File: src/rtl/core/wpws_pkg.sv
// Shared types and constants for the wheel pulse window speed unit.
package wpws_pkg;

  localparam int unsigned WINDOW_DEPTH = 8;
  localparam int unsigned FIELD_W      = 16;
  localparam int unsigned DIV_STEPS    = 16;
  localparam int unsigned SPEED_SCALE  = 36;
  localparam int unsigned SPEED_SHIFT  = 8;

  localparam logic [15:0] MAX_GAP_MS          = 16'd2000;
  localparam logic [15:0] COUNTER_MAX_RESET   = 16'd1023;
  localparam logic [15:0] TOOTH_LENGTH_RESET  = 16'd0;
  localparam logic [15:0] SPEED_SATURATED     = 16'hFFFF;

  localparam logic CFG_IDX_COUNTER_MAX  = 1'b0;
  localparam logic CFG_IDX_TOOTH_LENGTH = 1'b1;

  typedef enum logic [2:0] {
    ST_IDLE,
    ST_UPD,
    ST_MUL,
    ST_SCALE,
    ST_START,
    ST_DIV,
    ST_OUT
  } wpws_state_e;

  typedef struct packed {
    logic        clear;
    logic        rd;
    logic        upd;
    logic [15:0] dc;
    logic [15:0] dt;
  } wpws_ring_req_t;

endpackage

File: src/rtl/core/wpws_ring.sv
// Delta ring memories with per-entry valid bits and running window sums.
module wpws_ring #(
  parameter int unsigned WINDOW_DEPTH = wpws_pkg::WINDOW_DEPTH,
  parameter int unsigned AW           = 3,
  parameter int unsigned SW           = 19
) (
  input  logic                    clk_i,
  input  logic                    rst_ni,
  input  wpws_pkg::wpws_ring_req_t req_i,
  input  logic [AW-1:0]           addr_i,
  output logic [SW-1:0]           sum_c_o,
  output logic [SW-1:0]           sum_t_o
);

  logic [15:0]             mem_c [WINDOW_DEPTH];
  logic [15:0]             mem_t [WINDOW_DEPTH];
  logic [WINDOW_DEPTH-1:0] valid_q;
  logic [AW-1:0]           addr_q;
  logic                    rd_vld_q;
  logic [15:0]             rd_c_q;
  logic [15:0]             rd_t_q;
  logic [SW-1:0]           sum_c_q;
  logic [SW-1:0]           sum_t_q;
  logic [15:0]             old_c;
  logic [15:0]             old_t;

  assign old_c   = rd_vld_q ? rd_c_q : 16'd0;
  assign old_t   = rd_vld_q ? rd_t_q : 16'd0;
  assign sum_c_o = sum_c_q;
  assign sum_t_o = sum_t_q;

  always_ff @(posedge clk_i) begin
    if (req_i.rd) begin
      rd_c_q <= mem_c[addr_i];
      rd_t_q <= mem_t[addr_i];
    end
    if (req_i.upd) begin
      mem_c[addr_q] <= req_i.dc;
      mem_t[addr_q] <= req_i.dt;
    end
  end

  always_ff @(posedge clk_i or negedge rst_ni) begin
    if (!rst_ni) begin
      valid_q  <= '0;
      addr_q   <= '0;
      rd_vld_q <= 1'b0;
      sum_c_q  <= '0;
      sum_t_q  <= '0;
    end else if (req_i.clear) begin
      valid_q  <= '0;
      rd_vld_q <= 1'b0;
      sum_c_q  <= '0;
      sum_t_q  <= '0;
    end else begin
      if (req_i.rd) begin
        addr_q   <= addr_i;
        rd_vld_q <= valid_q[addr_i];
      end
      if (req_i.upd) begin
        valid_q[addr_q] <= 1'b1;
        sum_c_q <= sum_c_q - SW'(old_c) + SW'(req_i.dc);
        sum_t_q <= sum_t_q - SW'(old_t) + SW'(req_i.dt);
      end
    end
  end

endmodule

File: src/rtl/core/wpws_div.sv
// Saturating 16-bit restoring divider, one quotient bit per cycle.
module wpws_div #(
  parameter int unsigned DW = 33,
  parameter int unsigned TW = 19
) (
  input  logic          clk_i,
  input  logic          rst_ni,
  input  logic          start_i,
  input  logic [DW-1:0] dividend_i,
  input  logic [TW-1:0] divisor_i,
  output logic          done_o,
  output logic [15:0]   quot_o
);

  localparam int unsigned CNT_W = $clog2(wpws_pkg::DIV_STEPS);

  logic             busy_q;
  logic             done_q;
  logic [CNT_W-1:0] cnt_q;
  logic [TW-1:0]    den_q;
  logic [TW-1:0]    rem_q;
  logic [15:0]      quot_q;
  logic [TW-1:0]    hi;
  logic             sat;
  logic [TW:0]      shifted;
  logic             ge;
  logic [TW:0]      diff;

  assign hi      = TW'(dividend_i[DW-1:16]);
  assign sat     = hi >= divisor_i;
  assign shifted = {rem_q, quot_q[15]};
  assign ge      = shifted >= {1'b0, den_q};
  assign diff    = shifted - {1'b0, den_q};
  assign done_o  = done_q;
  assign quot_o  = quot_q;

  always_ff @(posedge clk_i or negedge rst_ni) begin
    if (!rst_ni) begin
      busy_q <= 1'b0;
      done_q <= 1'b0;
      cnt_q  <= '0;
    end else begin
      done_q <= 1'b0;
      if (start_i) begin
        cnt_q <= '0;
        if (sat) begin
          done_q <= 1'b1;
        end else begin
          busy_q <= 1'b1;
        end
      end else if (busy_q) begin
        cnt_q <= cnt_q + 1'b1;
        if (cnt_q == CNT_W'(wpws_pkg::DIV_STEPS - 1)) begin
          busy_q <= 1'b0;
          done_q <= 1'b1;
        end
      end
    end
  end

  always_ff @(posedge clk_i) begin
    if (start_i) begin
      den_q <= divisor_i;
      if (sat) begin
        quot_q <= wpws_pkg::SPEED_SATURATED;
      end else begin
        rem_q  <= hi;
        quot_q <= dividend_i[15:0];
      end
    end else if (busy_q) begin
      rem_q  <= ge ? diff[TW-1:0] : shifted[TW-1:0];
      quot_q <= {quot_q[14:0], ge};
    end
  end

endmodule

File: src/rtl/core/wheel_pulse_window_speed_unit.sv
// Wheel pulse window speed unit: delta ring, window sums and serial speed divide.
// Repeated stamps, priming and gaps go from acceptance straight to the output state;
//   a computed speed passes update, multiply, scale, divider start and a 16-step
//   serial divide (cut short on saturation). Input is accepted only in idle; the
//   result register lets the next transaction in while a result waits downstream.
// Reset: asynchronous, clears valid bits and sums at once; no clearing pass.
module wheel_pulse_window_speed_unit #(
  parameter int unsigned WINDOW_DEPTH = wpws_pkg::WINDOW_DEPTH
) (
  input  logic        clk_i,
  input  logic        rst_ni,
  input  logic        s_axis_tvalid,
  output logic        s_axis_tready,
  input  logic [31:0] s_axis_tdata,   // [15:0] pulse_count, [31:16] time_stamp
  output logic        m_axis_tvalid,
  input  logic        m_axis_tready,
  output logic [15:0] m_axis_tdata,   // [15:0] speed
  output logic [0:0]  m_axis_tuser,   // [0] speed_valid
  input  logic        psel,
  input  logic        penable,
  input  logic        pwrite,
  input  logic [2:0]  paddr,
  input  logic [31:0] pwdata,
  output logic [31:0] prdata,
  output logic        pready
);

  localparam int unsigned AW = (WINDOW_DEPTH > 1) ? $clog2(WINDOW_DEPTH) : 1;
  localparam int unsigned SW = wpws_pkg::FIELD_W + AW;
  localparam int unsigned PW = SW + wpws_pkg::FIELD_W;
  localparam int unsigned NW = PW + 6;
  localparam int unsigned DW = NW - wpws_pkg::SPEED_SHIFT;

  wpws_pkg::wpws_state_e   state_q, state_d;
  wpws_pkg::wpws_ring_req_t ring_req;

  logic [15:0]   counter_max_q, tooth_length_q;
  logic          priming_q;
  logic [15:0]   prev_count_q, prev_stamp_q;
  logic [AW-1:0] pos_q, pos_next;
  logic [15:0]   held_speed_q;
  logic          held_valid_q;
  logic [15:0]   res_speed_q;
  logic          res_valid_q;
  logic [15:0]   dc_q, dt_q;
  logic [PW-1:0] prod_q;
  logic [DW-1:0] dividend_q;
  logic          m_vld_q;
  logic [15:0]   m_speed_q;
  logic          m_valid_flag_q;

  logic          acc_in;
  logic [15:0]   in_count, in_stamp, dt, dc;
  logic          same, gap;
  logic [SW-1:0] sum_c, sum_t, divisor;
  logic          div_start, div_done;
  logic [15:0]   quot;
  logic          out_load;
  logic          cfg_wr;

  assign in_count = s_axis_tdata[15:0];
  assign in_stamp = s_axis_tdata[31:16];
  assign acc_in   = s_axis_tvalid && s_axis_tready;
  assign same     = in_stamp == prev_stamp_q;
  assign dt       = in_stamp - prev_stamp_q;
  assign gap      = dt > wpws_pkg::MAX_GAP_MS;
  assign dc       = (in_count >= prev_count_q) ? (in_count - prev_count_q)
                  : (16'd1 + in_count + counter_max_q - prev_count_q);
  assign pos_next = (pos_q == AW'(WINDOW_DEPTH - 1)) ? '0 : pos_q + 1'b1;
  assign divisor  = (sum_t == '0) ? SW'(1) : sum_t;

  assign pready = 1'b1;
  assign cfg_wr = psel && penable && pwrite && pready;

  always_comb begin
    unique case (paddr[2])
      wpws_pkg::CFG_IDX_COUNTER_MAX:  prdata = {16'd0, counter_max_q};
      wpws_pkg::CFG_IDX_TOOTH_LENGTH: prdata = {16'd0, tooth_length_q};
      default:                        prdata = '0;
    endcase
  end

  always_ff @(posedge clk_i or negedge rst_ni) begin
    if (!rst_ni) begin
      counter_max_q  <= wpws_pkg::COUNTER_MAX_RESET;
      tooth_length_q <= wpws_pkg::TOOTH_LENGTH_RESET;
    end else if (cfg_wr) begin
      unique case (paddr[2])
        wpws_pkg::CFG_IDX_COUNTER_MAX:  counter_max_q  <= pwdata[15:0];
        wpws_pkg::CFG_IDX_TOOTH_LENGTH: tooth_length_q <= pwdata[15:0];
        default: ;
      endcase
    end
  end

  wpws_ring #(
    .WINDOW_DEPTH(WINDOW_DEPTH),
    .AW          (AW),
    .SW          (SW)
  ) u_ring (
    .clk_i  (clk_i),
    .rst_ni (rst_ni),
    .req_i  (ring_req),
    .addr_i (pos_next),
    .sum_c_o(sum_c),
    .sum_t_o(sum_t)
  );

  wpws_div #(
    .DW(DW),
    .TW(SW)
  ) u_div (
    .clk_i     (clk_i),
    .rst_ni    (rst_ni),
    .start_i   (div_start),
    .dividend_i(dividend_q),
    .divisor_i (divisor),
    .done_o    (div_done),
    .quot_o    (quot)
  );

  always_ff @(posedge clk_i or negedge rst_ni) begin
    if (!rst_ni) begin
      state_q <= wpws_pkg::ST_IDLE;
    end else begin
      state_q <= state_d;
    end
  end

  always_comb begin
    state_d       = state_q;
    ring_req      = '0;
    ring_req.dc   = dc_q;
    ring_req.dt   = dt_q;
    div_start     = 1'b0;
    out_load      = 1'b0;
    s_axis_tready = 1'b0;
    unique case (state_q)
      wpws_pkg::ST_IDLE: begin
        s_axis_tready = 1'b1;
        if (s_axis_tvalid) begin
          if (same || priming_q) begin
            state_d = wpws_pkg::ST_OUT;
          end else if (gap) begin
            ring_req.clear = 1'b1;
            state_d        = wpws_pkg::ST_OUT;
          end else begin
            ring_req.rd = 1'b1;
            state_d     = wpws_pkg::ST_UPD;
          end
        end
      end
      wpws_pkg::ST_UPD: begin
        ring_req.upd = 1'b1;
        state_d      = wpws_pkg::ST_MUL;
      end
      wpws_pkg::ST_MUL:   state_d = wpws_pkg::ST_SCALE;
      wpws_pkg::ST_SCALE: state_d = wpws_pkg::ST_START;
      wpws_pkg::ST_START: begin
        div_start = 1'b1;
        state_d   = wpws_pkg::ST_DIV;
      end
      wpws_pkg::ST_DIV: begin
        if (div_done) begin
          state_d = wpws_pkg::ST_OUT;
        end
      end
      wpws_pkg::ST_OUT: begin
        if (!m_vld_q || m_axis_tready) begin
          out_load = 1'b1;
          state_d  = wpws_pkg::ST_IDLE;
        end
      end
      default: state_d = wpws_pkg::ST_IDLE;
    endcase
  end

  always_ff @(posedge clk_i or negedge rst_ni) begin
    if (!rst_ni) begin
      priming_q    <= 1'b1;
      prev_count_q <= '0;
      prev_stamp_q <= '0;
      pos_q        <= AW'(WINDOW_DEPTH - 1);
      held_speed_q <= '0;
      held_valid_q <= 1'b0;
      res_speed_q  <= '0;
      res_valid_q  <= 1'b0;
    end else if (state_q == wpws_pkg::ST_IDLE && acc_in) begin
      if (same) begin
        res_speed_q <= held_speed_q;
        res_valid_q <= held_valid_q;
      end else if (priming_q) begin
        prev_count_q <= in_count;
        prev_stamp_q <= in_stamp;
        priming_q    <= 1'b0;
        res_speed_q  <= '0;
        res_valid_q  <= 1'b0;
      end else if (gap) begin
        pos_q        <= AW'(WINDOW_DEPTH - 1);
        prev_count_q <= '0;
        prev_stamp_q <= '0;
        priming_q    <= 1'b1;
        held_speed_q <= '0;
        held_valid_q <= 1'b0;
        res_speed_q  <= '0;
        res_valid_q  <= 1'b0;
      end else begin
        pos_q        <= pos_next;
        prev_count_q <= in_count;
        prev_stamp_q <= in_stamp;
      end
    end else if (state_q == wpws_pkg::ST_DIV && div_done) begin
      res_speed_q  <= quot;
      res_valid_q  <= 1'b1;
      held_speed_q <= quot;
      held_valid_q <= 1'b1;
    end
  end

  always_ff @(posedge clk_i) begin
    if (state_q == wpws_pkg::ST_IDLE && acc_in) begin
      dc_q <= dc;
      dt_q <= dt;
    end
    if (state_q == wpws_pkg::ST_MUL) begin
      prod_q <= PW'(sum_c) * PW'(tooth_length_q);
    end
    if (state_q == wpws_pkg::ST_SCALE) begin
      dividend_q <= DW'((NW'(prod_q) * NW'(wpws_pkg::SPEED_SCALE)) >> wpws_pkg::SPEED_SHIFT);
    end
  end

  always_ff @(posedge clk_i or negedge rst_ni) begin
    if (!rst_ni) begin
      m_vld_q <= 1'b0;
    end else if (out_load) begin
      m_vld_q <= 1'b1;
    end else if (m_axis_tready) begin
      m_vld_q <= 1'b0;
    end
  end

  always_ff @(posedge clk_i) begin
    if (out_load) begin
      m_speed_q      <= res_speed_q;
      m_valid_flag_q <= res_valid_q;
    end
  end

  assign m_axis_tvalid   = m_vld_q;
  assign m_axis_tdata    = m_speed_q;
  assign m_axis_tuser[0] = m_valid_flag_q;

  a_upd_after_rd: assert property (@(posedge clk_i) disable iff (!rst_ni)
    ring_req.upd |-> $past(ring_req.rd))
    else $error("ring update without preceding read");

  a_no_overwrite: assert property (@(posedge clk_i) disable iff (!rst_ni)
    out_load |-> (!m_vld_q || m_axis_tready))
    else $error("result register overwritten");

  a_held_not_priming: assert property (@(posedge clk_i) disable iff (!rst_ni)
    held_valid_q |-> !priming_q)
    else $error("held speed valid while priming");

  a_div_done_state: assert property (@(posedge clk_i) disable iff (!rst_ni)
    div_done |-> (state_q == wpws_pkg::ST_DIV))
    else $error("divider finished outside divide state");

endmodule

File: config.mk
export PLATFORM = sky130hd
export DESIGN_NAME = wheel_pulse_window_speed_unit
export DESIGN_NICKNAME = d
export VERILOG_FILES = /design/src/rtl/core/wpws_pkg.sv /design/src/rtl/core/wpws_ring.sv /design/src/rtl/core/wpws_div.sv /design/src/rtl/core/wheel_pulse_window_speed_unit.sv
export SDC_FILE = /design/constraint.sdc
export NUM_CORES = 2
export LEC_CHECK = 0
export BUFFER_PORTS_ARGS = -buffer_cell sky130_fd_sc_hd__buf_2
export CORE_AREA = 2 2 259 261
export CTS_BUF_LIST = sky130_fd_sc_hd__clkbuf_16
export CTS_CLUSTER_DIAMETER = 150
export DETAILED_ROUTE_END_ITERATION = 12
export DIE_AREA = 0 0 261 263
export PLACE_DENSITY = 0.82
export SLEW_MARGIN = 20
export SYNTH_ARGS = -nofsm -noshare
export SYNTH_HDL_FRONTEND = slang
export SYNTH_SLANG_ARGS = --single-unit
File: constraint.sdc
create_clock -name clk_i -period 8 [get_ports clk_i]
set_input_delay 1.6 -clock clk_i [delete_from_list [all_inputs] [get_ports clk_i]]
set_output_delay 1.6 -clock clk_i [all_outputs]
set_load 0.05 [all_outputs]
==> metrics.txt <==
Vias/cell=5.85; hold path cells=0; Async SR Flop Fraction=0.261; initial antenna violation count=0; worst setup path category=flip-flop to flip-flop; I/O pins=126; Hold Path Class=flip-flop to flip-flop; DRC errors left=0; fin crit period=7.43 ns; hpwl dp=64200 µm; CTS tree=yes; CP arrival=7.79 ns; relative slew slack=0.346; Yosys top cell area share=0.330; wire per inst=19.5 µm; worst skew pair latency=0.61 ns; CTS Hold Bufs=0; 1st-iter DRT viols=2315; CP Data Required Time=8.35 ns; Final Max Slew Viols=0; CP max stage delay=0.96 ns; initial core utilization=0.636; Total Routing Usage GR=0.277; number of enable flip-flop cells after synthesis=459; Fin. Hold Viols=0; Routed WL=92700 µm; synthesized cell area=41700 µm²; H-tree depth=3; CP endpoint kind=flip-flop; # port buffers=90; TritonCTS Buffers=66; chip width=261 µm; Max-Cap Viols=0; remaining antenna violation count=0; grt ovf=0; synth-to-layout area growth=8.33%; Ant. Diodes=0; RSZ-0062 raised after global routing=no; DR vias=27764; cell count after synthesis=3782; Placer Congestion=0.936; Layout Skew=0.0163 ns; CTS clock-pin slew for the worst setup and hold paths=0.06 ns; yosys warns=0; cells along the critical path=nand2_1 > fa_1 > fa_1 > fa_1 > inv_1 > fa_1 > fa_1 > inv_1 > fa_1 > inv_1 > ha_1 > a21oi_1 > o21ai_0 > a221o_1 > a31oi_2 > a21o_1 > a21oi_1 > a31o_2 > or4_1 > a31o_2 > a21oi_1 > xnor2_1; layout cells sized above 1=0.108; status=finished clean; global-route wire length before repair=149000 µm; most used cell, CP=fa_1; Tightest Pin Transition=0.980 ns; CTS max path bufs=3; met1 Usage GRT=0.368; Synth area leader=edfxtp_1; TNS Setup=0 ns; final setup vio count=0; gr busiest metal=met2; slowest CP cell=dfrtp_1; root buffer cell=clkbuf_16; distinct cell type count after synthesis=83; syn avg cell area=11.0 µm²; area of the die=68600 µm²; most frequent cells in the layout=583 x inv_1, 459 x edfxtp_1, 368 x nand2_1; post-synthesis sequential area ratio=0.428; largest net degree at the start of global routing=74; main flop type after synthesis=edfxtp_1; most common cell after layout, fill and taps aside=inv_1; period utilization=0.929; Global Route met3 Usage=0.0409; drt first pass iters=6; CP Max Fanout=21; die extent in y=263 µm; number of synthesized register bits=621; top cells by area, synth=edfxtp_1 33%, fa_1 14%, dfrtp_1 8.9%; postcts setup bufs=0; Final nets=4481; met2 GRT Util=0.462; vias in the first global route=28405; f_max=0.135 GHz; critical path startpoint category=flip-flop; clock sinks=621; R2R depth=22; Core Region=65600 µm²; Post-CTS Resized=0; FP Rows=94
-- layer usage --
layer	wire [µm]	part of all wire
met1	37400	0.40
met2	45500	0.49
met3	6370	0.069
met4	3350	0.036
met5	0	0
-- kinds of logic after synthesis --
kind of cell | Yosys count | synth area share
compound gates | 598 | 0.0923
flops | 621 | 0.428
simple gates | 947 | 0.107
fa+ha+maj | 581 | 0.226
mux | 141 | 0.0472
xor+xnor | 139 | 0.0292
buf+inv | 753 | 0.0700
other cells | 2 | 0.000180
-- final timing paths --
check	from	end	slack, ns
setup / recovery	tooth_length_q[1]	prod_q[34]	0.57
hold / removal	res_speed_q[0]	m_axis_tdata[0]	0.44
setup reg to reg	tooth_length_q[1]	prod_q[34]	0.57
hold reg to reg	res_speed_q[0]	m_axis_tdata[0]	0.44
max in group asynchronous	rst_ni	u_div.cnt_q[0]	5.52
min in group asynchronous	rst_ni	prev_count_q[0]	1.00
-- registers in the layout, summed over array words and instances (netlist names), 19 cells and up --
| name | count |
|---|---|
| u_ring.mem_c | 128 |
| u_ring.mem_t | 128 |
| prod_q | 35 |
| dividend_q | 33 |
| u_div.den_q | 19 |
| u_div.rem_q | 19 |
| u_ring.sum_c_o | 19 |
| u_ring.sum_t_o | 19 |
-- cell usage after synthesis (all sizes together) (11+ instances only) --
cell type / count
a211oi: 11
a21o: 55
a21oi: 160
a22o: 35
a31oi: 26
and2: 177
and3: 17
buf: 45
clkbuf: 137
dfrtp: 148
dfstp: 14
edfxtp: 459
fa: 286
ha: 295
inv: 571
mux2: 87
mux2i: 21
mux4: 33
nand2: 369
nand2b: 21
nand3: 38
nand4: 14
nor2: 197
nor2b: 31
nor3: 37
nor4: 14
o21a: 34
o21ai: 126
o22ai: 63
o31ai: 12
xnor2: 92
xor2: 47
-- per-stage QoR --
stage	hold slack [ns]	setup WS [ns]	instance area (µm²)	utilization	cells
6_report	0.443	0.566	45200	0.689	4743
5_1_grt	0.454	0.346	45200	0.689	4743
4_1_cts	0.447	0.642	45200	0.688	4742
3_5_place_dp	0.434	0.649	43000	0.656	4621
3_3_place_gp	0.432	0.746	43000	0.656	4621
2_1_floorplan	0.421	1.25	41800	-	3797
-- area by class of cell --
class                      count  area (µm²)
clock buffer                  69        1730
clock inverter                52         407
fill                        4614       20400
inverter                     571        2140
multi-input combinational   2423       21100
sequential                   621       17900
tap                          864        1080
timing repair buffer         143         875
-- critical path: cells and delay by family, from the launching register on --
| kind | cells | cell delay, ns |
|---|---|---|
| fa+ha+maj | 7 | 3.50 |
| compound gates | 9 | 1.80 |
| flops | 1 | 0.96 |
| simple gates | 2 | 0.67 |
| buf+inv | 3 | 0.16 |
| xor+xnor | 1 | 0.08 |
Power is not shown: default switching activity piles up to over one toggle a cycle in this logic, so the estimate is an artifact.
